## src/multirom_cart_bank_mapper_defines.svh

```systemverilog
// ----------------------------------------------------------------------------
// Multi-ROM cart bank mapper assertion macros
// Shared concurrent assertion forms, clocked on i_clk, disabled in reset.
// ----------------------------------------------------------------------------
`ifndef MULTIROM_CART_BANK_MAPPER_DEFINES_SVH
`define MULTIROM_CART_BANK_MAPPER_DEFINES_SVH

// Same-cycle implication.
`define MCBM_ASSERT_IMPL(label, ante, cons) \
    label: assert property (@(posedge i_clk) disable iff (!i_rst_n) (ante) |-> (cons)) \
        else $error("mapper assertion failed");

// Next-cycle implication.
`define MCBM_ASSERT_NEXT(label, ante, cons) \
    label: assert property (@(posedge i_clk) disable iff (!i_rst_n) (ante) |=> (cons)) \
        else $error("mapper assertion failed");

`endif

```

## src/mcbm_pkg.sv

```systemverilog
// ----------------------------------------------------------------------------
// Multi-ROM cart bank mapper package
// Request/result types, key bytes, address windows and mode codes.
// ----------------------------------------------------------------------------
package mcbm_pkg;

    localparam int unsigned ADDR_W     = 16;
    localparam int unsigned DATA_W     = 8;
    localparam int unsigned ROM_ADDR_W = 23;
    localparam int unsigned OFFSET_W   = 14;                 // 16 KiB bank
    localparam int unsigned BANK_W     = ROM_ADDR_W - OFFSET_W;

    // Access kind
    localparam logic OP_READ  = 1'b0;
    localparam logic OP_WRITE = 1'b1;

    // Key bytes
    localparam logic [DATA_W-1:0] KEY_BYTE_BASE = 8'hA5;
    localparam logic [DATA_W-1:0] KEY_BYTE_BANK = 8'h98;

    // Address windows
    localparam logic [ADDR_W-1:0] KEY_LO   = 16'h1000;
    localparam logic [ADDR_W-1:0] KEY_HI   = 16'h1FFF;
    localparam logic [ADDR_W-1:0] SEL_LO   = 16'h2000;
    localparam logic [ADDR_W-1:0] SEL_HI   = 16'h3FFF;
    localparam logic [ADDR_W-1:0] LATCH_LO = 16'h7000;
    localparam logic [ADDR_W-1:0] LATCH_HI = 16'h7FFF;
    localparam logic [ADDR_W-1:0] ROM_HI   = 16'h7FFF;
    localparam logic [ADDR_W-1:0] BANK_SIZE = 16'h4000;

    // Key mode, one-hot
    typedef enum logic [2:0] {
        KEY_NONE = 3'b001,
        KEY_BASE = 3'b010,
        KEY_BANK = 3'b100
    } t_key_mode;

    typedef struct packed {
        logic              op;
        logic [ADDR_W-1:0] bus_address;
        logic [DATA_W-1:0] write_data;
    } t_req;

    typedef struct packed {
        logic [ROM_ADDR_W-1:0] rom_byte_address;
        logic                  rom_hit;
        logic                  game_mode;
    } t_result;

endpackage

```

## src/mcbm_core.sv

```systemverilog
// ----------------------------------------------------------------------------
// Multi-ROM cart bank mapper core
// Mapper state registers and the single-pass read map / write decode.
// ----------------------------------------------------------------------------
module mcbm_core (
    input  logic             i_clk,
    input  logic             i_rst_n,
    input  logic             i_fire,
    input  mcbm_pkg::t_req    i_req,
    output mcbm_pkg::t_result o_res
);

    mcbm_pkg::t_key_mode r_key_mode, n_key_mode;
    logic                r_in_game, n_in_game;
    logic [mcbm_pkg::DATA_W-1:0] r_pending_base, n_pending_base;
    logic [mcbm_pkg::DATA_W-1:0] r_game_base, n_game_base;
    logic [mcbm_pkg::DATA_W-1:0] r_bank_select, n_bank_select;

    logic [mcbm_pkg::BANK_W-1:0] bank;
    logic [mcbm_pkg::ADDR_W-1:0] addr;
    logic [mcbm_pkg::DATA_W-1:0] data;

    assign addr = i_req.bus_address;
    assign data = i_req.write_data;

    // Bank for a read; upper half uses the switchable bank
    always_comb begin
        if (addr < mcbm_pkg::BANK_SIZE) begin
            bank = r_in_game ? {1'b0, r_game_base} : '0;
        end else if (r_in_game) begin
            bank = {1'b0, r_game_base} + {1'b0, r_bank_select};
        end else if (r_bank_select == '0) begin
            bank = mcbm_pkg::BANK_W'(1);
        end else begin
            bank = {1'b0, r_bank_select};
        end
    end

    always_comb begin
        n_key_mode     = r_key_mode;
        n_in_game      = r_in_game;
        n_pending_base = r_pending_base;
        n_game_base    = r_game_base;
        n_bank_select  = r_bank_select;
        o_res          = '0;

        if (i_req.op == mcbm_pkg::OP_WRITE) begin
            priority if (addr >= mcbm_pkg::KEY_LO && addr <= mcbm_pkg::KEY_HI) begin
                priority if (data == mcbm_pkg::KEY_BYTE_BASE) begin
                    n_key_mode = mcbm_pkg::KEY_BASE;
                end else if (data == mcbm_pkg::KEY_BYTE_BANK) begin
                    n_key_mode = mcbm_pkg::KEY_BANK;
                end else begin
                    n_key_mode = mcbm_pkg::KEY_NONE;
                end
            end else if (addr >= mcbm_pkg::SEL_LO && addr <= mcbm_pkg::SEL_HI) begin
                unique case (r_key_mode)
                    mcbm_pkg::KEY_BASE: n_pending_base = data;
                    mcbm_pkg::KEY_BANK: n_bank_select  = data;
                    default: ;
                endcase
            end else if (addr >= mcbm_pkg::LATCH_LO && addr <= mcbm_pkg::LATCH_HI) begin
                if (r_key_mode == mcbm_pkg::KEY_BASE) begin
                    n_in_game     = 1'b1;
                    n_game_base   = r_pending_base;
                    n_bank_select = '0;
                end
            end else begin
            end
        end else if (addr <= mcbm_pkg::ROM_HI) begin
            o_res.rom_byte_address = {bank, addr[mcbm_pkg::OFFSET_W-1:0]};
            o_res.rom_hit          = 1'b1;
        end

        o_res.game_mode = n_in_game;
    end

    always_ff @(posedge i_clk) begin
        if (!i_rst_n) begin
            r_key_mode     <= mcbm_pkg::KEY_NONE;
            r_in_game      <= 1'b0;
            r_pending_base <= '0;
            r_game_base    <= '0;
            r_bank_select  <= mcbm_pkg::DATA_W'(1);
        end else if (i_fire) begin
            r_key_mode     <= n_key_mode;
            r_in_game      <= n_in_game;
            r_pending_base <= n_pending_base;
            r_game_base    <= n_game_base;
            r_bank_select  <= n_bank_select;
        end
    end

endmodule

```

## src/multirom_cart_bank_mapper.sv

```systemverilog
// ----------------------------------------------------------------------------
// Multi-ROM cart bank mapper
// Maps cartridge bus reads to ROM byte addresses and decodes mapper writes.
// ----------------------------------------------------------------------------
// Usage:
//   Request channel: i_req_valid with i_op / i_bus_address / i_write_data;
//   the block holds o_req_stall high when it cannot take a request.
//   Result channel: o_res_valid with o_rom_byte_address / o_rom_hit /
//   o_game_mode; the receiver holds i_res_stall high to hold the result.
//   Every request, read or write, gives exactly one result.
// Path: an accepted request is loaded into the input register, then into
//   the result register through the map/decode logic once that register
//   is free.
// Throughput: one request per cycle while the result is not held; the rate
//   is set by the single-pass decode and bank add between the two registers.
// Reset (i_rst_n low, synchronous): both stages empty, no key mode, game
//   mode off, pending base and game base 0, bank select 1.
// Stall: while the result is held, one more request waits in the input
//   register; a third request sees o_req_stall until the result is taken.
// ----------------------------------------------------------------------------
`include "multirom_cart_bank_mapper_defines.svh"

module multirom_cart_bank_mapper (
    input  logic        i_clk,
    input  logic        i_rst_n,
    // request channel
    input  logic        i_req_valid,
    output logic        o_req_stall,
    input  logic        i_op,
    input  logic [15:0] i_bus_address,
    input  logic [7:0]  i_write_data,
    // result channel
    output logic        o_res_valid,
    input  logic        i_res_stall,
    output logic [22:0] o_rom_byte_address,
    output logic        o_rom_hit,
    output logic        o_game_mode
);

    // input register
    logic              r_req_valid, n_req_valid;
    mcbm_pkg::t_req    r_req;

    // result register
    logic              r_res_valid, n_res_valid;
    mcbm_pkg::t_result r_res;
    mcbm_pkg::t_result core_res;

    logic out_free;   // result register can load this cycle
    logic fire;       // request moves from input register into result
    logic req_take;   // new request accepted

    assign out_free    = !r_res_valid || !i_res_stall;
    assign fire        = r_req_valid && out_free;
    assign o_req_stall = r_req_valid && !out_free;
    assign req_take    = i_req_valid && !o_req_stall;

    // State updates only on fire, so requests apply in order.
    mcbm_core u_core (
        .i_clk   (i_clk),
        .i_rst_n (i_rst_n),
        .i_fire  (fire),
        .i_req   (r_req),
        .o_res   (core_res)
    );

    always_comb begin
        if (req_take) begin
            n_req_valid = 1'b1;
        end else if (fire) begin
            n_req_valid = 1'b0;
        end else begin
            n_req_valid = r_req_valid;
        end

        if (fire) begin
            n_res_valid = 1'b1;
        end else if (!i_res_stall) begin
            n_res_valid = 1'b0;
        end else begin
            n_res_valid = r_res_valid;
        end
    end

    // control
    always_ff @(posedge i_clk) begin
        if (!i_rst_n) begin
            r_req_valid <= 1'b0;
            r_res_valid <= 1'b0;
        end else begin
            r_req_valid <= n_req_valid;
            r_res_valid <= n_res_valid;
        end
    end

    // payload
    always_ff @(posedge i_clk) begin
        if (req_take) begin
            r_req <= '{op: i_op, bus_address: i_bus_address, write_data: i_write_data};
        end
        if (fire) begin
            r_res <= core_res;
        end
    end

    assign o_res_valid        = r_res_valid;
    assign o_rom_byte_address = r_res.rom_byte_address;
    assign o_rom_hit          = r_res.rom_hit;
    assign o_game_mode        = r_res.game_mode;

    // A result that is not a ROM hit carries a zero address.
    `MCBM_ASSERT_IMPL(a_miss_zero_addr, r_res_valid && !r_res.rom_hit,
        r_res.rom_byte_address == '0)
    // A held result is never dropped.
    `MCBM_ASSERT_NEXT(a_res_held, r_res_valid && i_res_stall, r_res_valid)
    // A waiting request is never dropped.
    `MCBM_ASSERT_NEXT(a_req_held, r_req_valid && !out_free, r_req_valid)
    // Game mode, once reported, stays set on later results.
    `MCBM_ASSERT_NEXT(a_game_sticky, fire && core_res.game_mode,
        !fire || core_res.game_mode)

endmodule
```

## config.mk

```make
export PLATFORM = sky130hd
export DESIGN_NAME = multirom_cart_bank_mapper
export DESIGN_NICKNAME = d
export VERILOG_FILES = /design/src/mcbm_pkg.sv /design/src/mcbm_core.sv /design/src/multirom_cart_bank_mapper.sv
export VERILOG_INCLUDE_DIRS = /design/src /design/src/src
export SDC_FILE = /design/constraint.sdc
export NUM_CORES = 1
export LEC_CHECK = 0
export ABC_AREA = 1
export BUFFER_PORTS_ARGS = -buffer_cell sky130_fd_sc_hd__buf_4
export CAP_MARGIN = 40
export CORE_ASPECT_RATIO = 0.8
export CORE_MARGIN = 2
export CORE_UTILIZATION = 35
export DETAILED_ROUTE_END_ITERATION = 6
export PLACE_DENSITY = 0.64
export REMOVE_ABC_BUFFERS = 1
export SKIP_CTS_REPAIR_TIMING = 1
export SYNTH_ARGS = -nofsm -noshare
export SYNTH_HDL_FRONTEND = slang
export SYNTH_HIERARCHICAL = 1
export SYNTH_SLANG_ARGS = --single-unit
```

## constraint.sdc

```tcl
create_clock -name i_clk -period 3.2 [get_ports i_clk]
set_input_delay 0.48 -clock i_clk [delete_from_list [all_inputs] [get_ports i_clk]]
set_output_delay 0.48 -clock i_clk [all_outputs]
set_load 0.005 [all_outputs]
```

==> results.json <==
{
  "setup.worst_path.start_class": "register",
  "pre_cts_ws_ns": 1.37,
  "use_met3": 0.0564,
  "worst-path-max-fanout": 13,
  "cpMaxStageDelayCell": "edfxtp_1",
  "critPathKind": "reg -> reg",
  "cp_slowest_stage_delay_ns": 0.44,
  "final.setup.worst_slack_ns": 1.38,
  "end_kind": "register",
  "cts-root-buf": "clkbuf_16",
  "wirelength_mm": 7.13,
  "syn_inst": 358,
  "post_synth_instance_area_mm2": 0.00351,
  "cts_max_level": 3,
  "cts_buffers": 9,
  "avgSynthCellArea_um2": 9.80,
  "finalCritPeriodShare": 0.569,
  "syn_to_final_growth_pct": 24.4,
  "cts_tree": "yes",
  "drc": 0,
  "arrival_ns": 2.04,
  "place.gp.congestion": 0.882,
  "dieWidth_um": 116,
  "leakage_nw": 1.83,
  "min_period_ns": 1.82,
  "overflow": 0,
  "initial_core_util": 0.362,
  "path_clk_slew_ns": 0.06,
  "grt_setup_unrepaired": "false",
  "fmax_mhz": 549,
  "diodes": 0,
  "clock_path_buffers": 2,
  "insertion_delay_ns": 0.33,
  "power_density_mw_per_mm2": 521,
  "top_usage_layer": "met2",
  "rows": 32,
  "antenna_found_initial": 0,
  "grt_max_degree": 26,
  "setup_violations": 0,
  "ioPinCount": 56,
  "die_h_um": 93.5,
  "hp-class": "in -> reg",
  "cp_cell_sequence": "inv_2, nand2_4, nor3_1, nand3_1, a21oi_1, o21ai_0",
  "cap_violations": 0,
  "fillers": 944,
  "synth_area_leaders": "edfxtp_1 43%, dfxtp_1 17%, a21oi_1 6.0%",
  "yosysTopAreaCell": "edfxtp_1",
  "relSlewSlack": 0.562,
  "ys_async_sr_fraction": 0,
  "routed-via-count": 2559,
  "ys.warnings.count": 6,
  "fin_tns_setup_ns": 0,
  "grt_pass1_wl_mm": 11.6,
  "globalRouteMet1Util": 0.192,
  "status": "completed",
  "synth_top_cell_area_share": 0.428,
  "grt.met2_usage": 0.213,
  "yosys_register_bits": 80,
  "synth-main-ff-cell": "edfxtp_1",
  "ys_types": 34,
  "drive_above_1_share": 0.219,
  "final_hold_viol_count": 0,
  "fin_nets": 454,
  "slew_viol_final": 0,
  "grt_pass1_vias": 2389,
  "cts_sinks": 80,
  "track_usage": 0.141,
  "synth_edf_count": 50,
  "ys_seq_area_frac": 0.599,
  "dp.final_hpwl_mm": 5.28,
  "wl_per_cell_um": 12.8,
  "ant_nets": 0,
  "core_mm2": 0.00969,
  "drt_first_iter_violations": 137,
  "viasPerCell": 4.59,
  "irDropWorstVdd_mv": 0.279,
  "port_buffers": 55,
  "tightest_slew_ns": 0.657,
  "power.total_mw": 2.27,
  "clock_skew_ns": 0.00570,
  "firstDrtPassIters": 4,
  "r2r_setup_slack_ns": 1.38,
  "crit_required_ns": 3.41,
  "dieArea_mm2": 0.0108
}
sequential cells by signal, indices dropped and copies added (netlist names):
name	count
o_rom_byte_address	23
u_core/r_pending_base	8
u_core/r_game_base	8
o_res_valid	1
u_core/r_bank_select	8
o_rom_hit	1
u_core/r_key_mode	3
o_game_mode	1
r_req	25
r_req_valid	1
u_core/r_in_game	1
final timing paths:
check	depth (start not counted)	from	endpoint
setup / recovery	6	r_req[23]$_DFFE_PP_	u_core/r_key_mode[0]$_SDFFE_PN1P_
hold / removal	1	i_bus_address[6]	r_req[14]$_DFFE_PP_
setup reg to reg	6	r_req[23]$_DFFE_PP_	u_core/r_key_mode[0]$_SDFFE_PN1P_
hold reg to reg	2	u_core/r_game_base[4]$_SDFFE_PN0P_	u_core/r_game_base[4]$_SDFFE_PN0P_
cell usage after synthesis, types with 2 or more instances:
cell type  count
nand2_1       56
edfxtp_1      50
a21oi_1       42
inv_1         42
nor2_1        41
dfxtp_1       30
nand3_1       23
o21ai_0       22
ha_1           8
clkbuf_1       4
nand2_4        4
nand4_1        4
o21ai_2        4
inv_2          3
nor3_1         3
buf_2          2
buf_4          2
buf_6          2
power by group:
group / switching (mW) / internal (mW)
sequential: 0.0200 / 1.13
clock: 0.377 / 0.623
combinational: 0.0648 / 0.0560
total: 0.462 / 1.81
worst max-delay path, delay by kind of cell (launching register included):
kind                   cells  cell delay, ns
flip-flops                 1            0.44
AO/OA/AOI/OAI              2            0.27
buffers and inverters      1            0.25
AND/OR/NAND/NOR            3            0.75
per-stage QoR:
step           hold slack, ns  instance area, um2   util  instances
2_1_floorplan           0.440                3440      -        348
3_3_place_gp            0.462                4040  0.417        540
3_5_place_dp            0.465                4070  0.420        541
4_1_cts                 0.306                4360  0.450        557
5_1_grt                 0.298                4360  0.450        557
6_report                0.320                4360  0.450        557
cells in the final DEF (no fill, tap or decap), types with 2 or more instances in the layout:
cell       instances
ha_1               8
nor3_1             3
clkinv_1           2
clkinv_2           2
a21oi_1           41
o21ai_0           22
nand2_1           56
nor2_1            41
buf_4             56
inv_1             42
o21ai_2            4
nand3_1           23
inv_6              2
edfxtp_1          50
clkbuf_16          9
nand4_1            4
dfxtp_1           30
a21oi_2            2
nand2_4            4
inv_2              3
kinds of logic (layout without fill, tap and decap cells):
group           after synthesis  count (layout)  synth area share
xor+xnor                      1               1           0.00250
buf+inv                      58             121            0.0710
simple gates                137             137             0.179
flops                        80              80             0.599
compound gates               73              73             0.113
fa+ha+maj                     9               9            0.0343
area by class of cell:
| class | count | area (um2) | area share |
|---|---|---|---|
| Multi-Input combinational cell | 220 | 1160 | 0.266 |
| Inverter | 48 | 186 | 0.0427 |
| Clock buffer | 11 | 243 | 0.0556 |
| Tap cell | 136 | 170 | 0.0390 |
| Clock inverter | 5 | 55.1 | 0.0126 |
| Sequential cell | 80 | 2100 | 0.482 |
| Timing Repair Buffer | 57 | 448 | 0.103 |
per-layer routing:
layer | vias up | share of wire
li1 | 1327 | -
met2 | 75 | 0.44
met1 | 1152 | 0.48
met3 | 5 | 0.076
met5 | - | 0
met4 | 0 | 0.0048
Note: power is estimated with default switching activity, not from simulation.
